### src/mm4_pkg.sv
// Shared types and constants for the 4x4 matrix multiplier.
`default_nettype none

package mm4_pkg;

    localparam int IDX_W       = 4;
    localparam int ELEM_W      = 32;
    localparam int ROW_W       = 2;
    localparam int FRAC_BITS   = 16;
    localparam int QUEUE_DEPTH = 4;

    localparam logic [ELEM_W-1:0] ELEM_MAX = 32'h7FFF_FFFF;
    localparam logic [ELEM_W-1:0] ELEM_MIN = 32'h8000_0000;

    // one load command, classified by the front
    typedef struct packed {
        logic              wr;
        logic              trig;
        logic [IDX_W-1:0]  idx;
        logic [ELEM_W-1:0] left;
        logic [ELEM_W-1:0] right;
    } cmd_t;

    // queue status toward the front
    typedef struct packed {
        logic full;
        logic empty;
    } q_stat_t;

endpackage

`default_nettype wire

### src/mm4_cmd_queue.sv
// Command queue between front and back.
`default_nettype none

module mm4_cmd_queue
    import mm4_pkg::*;
(
    input  logic    clk,
    input  logic    rst_n,
    input  cmd_t    push_cmd,
    input  logic    push_vld,
    output q_stat_t q_stat,
    output cmd_t    pop_cmd,
    output logic    pop_vld,
    input  logic    pop
);

    localparam int QPW = $clog2(QUEUE_DEPTH);
    localparam int QCW = $clog2(QUEUE_DEPTH + 1);

    cmd_t           mem [QUEUE_DEPTH];
    logic [QPW-1:0] wr_ptr_reg;
    logic [QPW-1:0] rd_ptr_reg;
    logic [QCW-1:0] cnt_reg;
    logic           do_push;
    logic           do_pop;

    assign q_stat.full  = cnt_reg == QCW'(QUEUE_DEPTH);
    assign q_stat.empty = cnt_reg == '0;
    assign do_push      = push_vld && !q_stat.full;
    assign do_pop       = pop && !q_stat.empty;
    assign pop_vld      = !q_stat.empty;
    assign pop_cmd      = mem[rd_ptr_reg];

    always_ff @(posedge clk or negedge rst_n)
    begin
        if (!rst_n)
        begin
            wr_ptr_reg <= '0;
            rd_ptr_reg <= '0;
            cnt_reg    <= '0;
        end
        else
        begin
            if (do_push)
            begin
                wr_ptr_reg <= (wr_ptr_reg == QPW'(QUEUE_DEPTH - 1)) ? '0 : wr_ptr_reg + 1'b1;
            end
            if (do_pop)
            begin
                rd_ptr_reg <= (rd_ptr_reg == QPW'(QUEUE_DEPTH - 1)) ? '0 : rd_ptr_reg + 1'b1;
            end
            if (do_push && !do_pop)
            begin
                cnt_reg <= cnt_reg + 1'b1;
            end
            else if (do_pop && !do_push)
            begin
                cnt_reg <= cnt_reg - 1'b1;
            end
        end
    end

    always_ff @(posedge clk)
    begin
        if (do_push)
        begin
            mem[wr_ptr_reg] <= push_cmd;
        end
    end

endmodule

`default_nettype wire

### config.mk
export PLATFORM = sky130hd
export DESIGN_NAME = mm4_cmd_queue
export DESIGN_NICKNAME = d
export VERILOG_FILES = /design/src/mm4_pkg.sv /design/src/mm4_cmd_queue.sv
export SDC_FILE = /design/constraint.sdc
export NUM_CORES = 1
export LEC_CHECK = 0
export ABC_AREA = 1
export BUFFER_PORTS_ARGS = -buffer_cell sky130_fd_sc_hd__clkbuf_2
export CORE_MARGIN = 2
export CORE_UTILIZATION = 60
export CTS_BUF_LIST = sky130_fd_sc_hd__clkbuf_4
export DETAILED_ROUTE_END_ITERATION = 16
export PLACE_DENSITY = 0.82
export SLEW_MARGIN = 25
export SYNTH_ARGS = -nofsm -noshare
export SYNTH_HDL_FRONTEND = slang
export SYNTH_SLANG_ARGS = --single-unit
### constraint.sdc
create_clock -name clk -period 6.15 [get_ports clk]
set_clock_uncertainty 0.1 [all_clocks]
set_input_delay 0.3075 -clock clk [delete_from_list [all_inputs] [get_ports clk]]
set_output_delay 0.3075 -clock clk [all_outputs]
set_load 0.01 [all_outputs]
* Yosys cells after proc, flatten, opt, wreduce, memory -nomap -nowiden
Memories as Yosys holds them, arrays and structs flattened.
Index checks and enable logic that the tools add are counted.
** Operators by class
- Equal/unequal tests :: 3
- Reductions and logical operators :: 10
- $add $sub $neg :: 4
- Multiplexer cells :: 6
** Operator list (number)
- $mux W3 :: 2
- $add A2 B1 Y2 const B :: 2
- $eq A2 B2 Y1 const B :: 2
- $logic_and A1 B1 Y1 :: 4
- $logic_not A1 Y1 :: 4
- $mux W2 :: 2
- $add A3 B1 Y3 const B :: 1
- $eq A3 B3 Y1 const B :: 1
- $logic_not A3 Y1 :: 1
- $sub A3 B1 Y3 const B :: 1
- $mux W1 :: 2
- $reduce_bool A2 Y1 :: 1
** Storage, ports and cells
- Memory bits (writable) :: 280
- Memories :: 1
- Input bits :: 74
- Word-level logic and storage cells :: 27
- Register bits after elaboration :: 7
** Memories
- mem :: words 4, width 70, read ports 1, clocked after memory_dff 0, wr ports 1, line mm4_cmd_queue.sv:20 : cmd_t mem [QUEUE_DEPTH];

* Logic depth before layout (Yosys ltp)
- Depth in word-level cells :: 7
- Depth in mapped cells :: 12
- Gate-level depth less buffers :: 12

* Least setup slack after synthesis
OpenSTA, ideal clock, no wires.
- Path type :: reg-to-reg
- Start point :: register cnt_reg[0]
- End point :: memory mem[0][0] (netlist name) (enable)
- Data required time :: 5.551 ns
- Stages on the path, launching flop included :: 5
- Setup slack :: 1.886 ns
- Arrival time :: 3.666 ns
- Clock period less this slack :: 4.264 ns
- Path through :: dfrtp_1 -> inv_1 -> nand3_1 -> nand2_1 -> nor2_1
** Between the ends
- Word-level cells in the longest chain between the ends :: 5
** Ends and longest elaborated chain
- start, declared :: line mm4_cmd_queue.sv:23 : logic [QCW-1:0] cnt_reg;
- start signal, assigned :: line mm4_cmd_queue.sv:54 : cnt_reg <= cnt_reg + 1'b1;
- start signal, assigned :: line mm4_cmd_queue.sv:58 : cnt_reg <= cnt_reg - 1'b1;
- $eq A3 B3 Y1 :: line mm4_cmd_queue.sv:27 : assign q_stat.full = cnt_reg == QCW'(QUEUE_DEPTH);
- $logic_not A1 Y1 :: line mm4_cmd_queue.sv:29 : assign do_push = push_vld && !q_stat.full;
- $logic_and A1 B1 Y1 :: line mm4_cmd_queue.sv:29
- $mux W1 :: line mm4_cmd_queue.sv:65 : if (do_push)
- $mux W1 (not written as such) :: line mm4_cmd_queue.sv:67 : mem[wr_ptr_reg] <= push_cmd;
- end, declared :: line mm4_cmd_queue.sv:20
No other way between the ends.

==> metrics.csv <==
metric,value,unit
gp_congestion,0.738,
fillers,1154,
ys_types,15,
final_layout_size_suffix_gt1_frac,0.219,
rsz0062_at_grt,false,
cts_tree,done,
fp.dieArea,0.0202,sq mm
endpoint,pop_cmd[29],
cp.arrival,2980,ps
p_per_area,451,mW/mm^2
drt-total-wl,23400,um
dr.pass1.iters,4,
ios,147,
via_per_inst,5.25,
r2r_slack,3700,ps
final_cells,1413,
crit_path_end_kind,output pin,
cts_buffers,71,
setup_viol,0,
grt_pass1_wl,36200,um
p_clk_frac,0.238,
syn_inst,877,
grt_use_total,0.235,
period_minus_slack,3390,ps
cts_resized,0,
yosysTopAreaCellShare,0.733,
worst_pin_slew,1050,ps
reg2reg_from,cnt_reg[0],
period_share,0.551,
cts_setup_buffers,0,
reg2reg_depth,5,
overflow,0,
grt_max_degree,177,
root_buffer,clkbuf_4,
setup_ws,2760,ps
first_iter_violations,454,
finalPower,6.30,mW
initial_utilization,0.613,
top_layer_used,met4,
final_nets,1212,
wl_per_cell,16.6,um
cp_common_cell,nand2_1,
cp.required,5740,ps
seqCellArea,0.00859,sq mm
r2r_end,mem[1][12],
crit_type,reg -> out,
antenna_found_initial,2,
path_clk_slew,60,ps
coreArea,0.0187,sq mm
dp_cells,1218,
outcome,"finished, final reports clean",
drc_errors,0,
crit_start,rd_ptr_reg[0],
hp-class,in -> reg,
multi_input_area,0.00210,sq mm
cts_buffer_depth,3,
synthesis.nets,958,
grt_pass1_vias,7555,
io_buffers,146,
yosysWarnings,0,
area_growth,21.8,%
wl_met2,12200,um
crit_slowest_cell,dfrtp_4,
slowest_delay,1090,ps
tns,0,ps
cellInternalPower,4.05,mW
worstPathCellList,buf_12 -> nand2_1 -> o211ai_1 -> nand2_1 -> clkbuf_2,
switching_share,0.357,
synth_area_leaders,"edfxtp_1, o211ai_1, nand2_1, inv_1, buf_2",
slew_violations,0,
num_vias,7417,
syn_area,0.0115,sq mm
drv_cap,0,
slew_headroom,0.299,
dp_hpwl,12100,um
power.switching,2.25,mW
die_y,142,um
power_frac_seq,0.438,
yosysTopAreaCell,edfxtp_1,
crit_path_start_kind,register,
hp-start,push_cmd[25],
peakVddDrop,0.310,mV
postCtsHoldBufs,74,
largest_reg_flops,280,
clk_latency,630,ps
synth_seq_area_share,0.748,
hold_violations,0,
cts.sinks,287,
cts_max_level,3,
routedLengthMet1,9300,um
rows,50,
wl_met3,1470,um
whs,313,ps
path_max_fanout,176,
max_freq,0.295,GHz
antenna_left,0,
synth-seq-cells,287,
avgSynthCellArea,13.1,sq um
dp_slack,3490,ps
dieWidth,142,um
power.static_leakage,5.72,nW
combPwrFrac,0.324,
placed cells by master, fill, tap and decap left out:
master           n
clkinvlp_4       2
dfrtp_4          1
clkbuf_4        93
nor2_4           4
dfrtp_1          5
o211ai_1       140
inv_1          155
clkbuf_2       146
dlygate4sd3_1   74
buf_12           1
nand3_1          7
nand4_1          1
nand2_1        225
dfrtp_2          1
xnor2_1          1
ha_1             6
fa_1             1
buf_6            3
inv_2            2
o21ai_0          1
diode_2          2
nor2_1           2
bufinv_16        2
clkinv_1        21
buf_4            3
edfxtp_1       280
worst min path at each step:
| stage | end | cells past startpoint |
|---|---|---|
| 6_report | mem[3][25] | 2 |
| 3_3_place_gp | wr_ptr_reg[0] | 1 |
| 5_1_grt | mem[2][69] | 2 |
| 3_5_place_dp | wr_ptr_reg[0] | 1 |
| 2_1_floorplan | cnt_reg[0] | 0 |
| 4_1_cts | mem[1][56] | 2 |
cells in the mapped netlist:
cell,instances
buf_2,43
buf_4,3
dfrtp_1,7
edfxtp_1,280
fa_1,1
ha_1,6
inv_1,155
inv_2,1
nand2_1,225
nand3_1,7
nand4_1,1
nor2_1,6
o211ai_1,140
o21ai_0,1
xnor2_1,1
per-stage QoR:
step / util / area, sq um
floorplan: - / 11500
global placement: 0.661 / 12400
detailed placement: 0.661 / 12400
CTS: 0.746 / 14000
global route: 0.747 / 14000
finish: 0.747 / 14000
layout make-up:
type	count	share of cell area
antenna	2	0.000358
timing repair buffer	227	0.111
multi-input combinational	388	0.150
sequential	287	0.615
tap	234	0.0210
clock buffer	93	0.0500
clock inverter	26	0.0113
inverter	156	0.0419
power groups by stage:
stage          clock, mW  sequential (mW)  combinational, mW
6_report            1.50             2.76               2.04
5_1_grt             1.65             2.79               2.26
4_1_cts             1.53             2.76               2.05
3_5_place_dp           0             2.80               2.00
3_3_place_gp           0             2.78               1.95
2_1_floorplan          0             2.72               1.38
kinds of logic after synthesis:
kind of cell | after synthesis | share of synthesized area
fa+ha+maj | 7 | 0.00829
compound gates | 141 | 0.0920
simple gates | 239 | 0.0792
xor+xnor | 1 | 0.000763
flops | 287 | 0.748
buf+inv | 202 | 0.0717
per-layer routing:
layer | track usage | vias up
met1 | 0.277 | 3525
li1 | - | 3593
met5 | 0 | -
met2 | 0.419 | 259
met4 | 0.0954 | 0
met3 | 0.0552 | 40
critical path, delay by kind of cell, from the launching register on:
kind            cells  cell delay, ps
buf+inv             2             720
compound gates      1             140
simple gates        2             290
flops               1            1090
No activity file was read; power rests on OpenSTA's default activity.
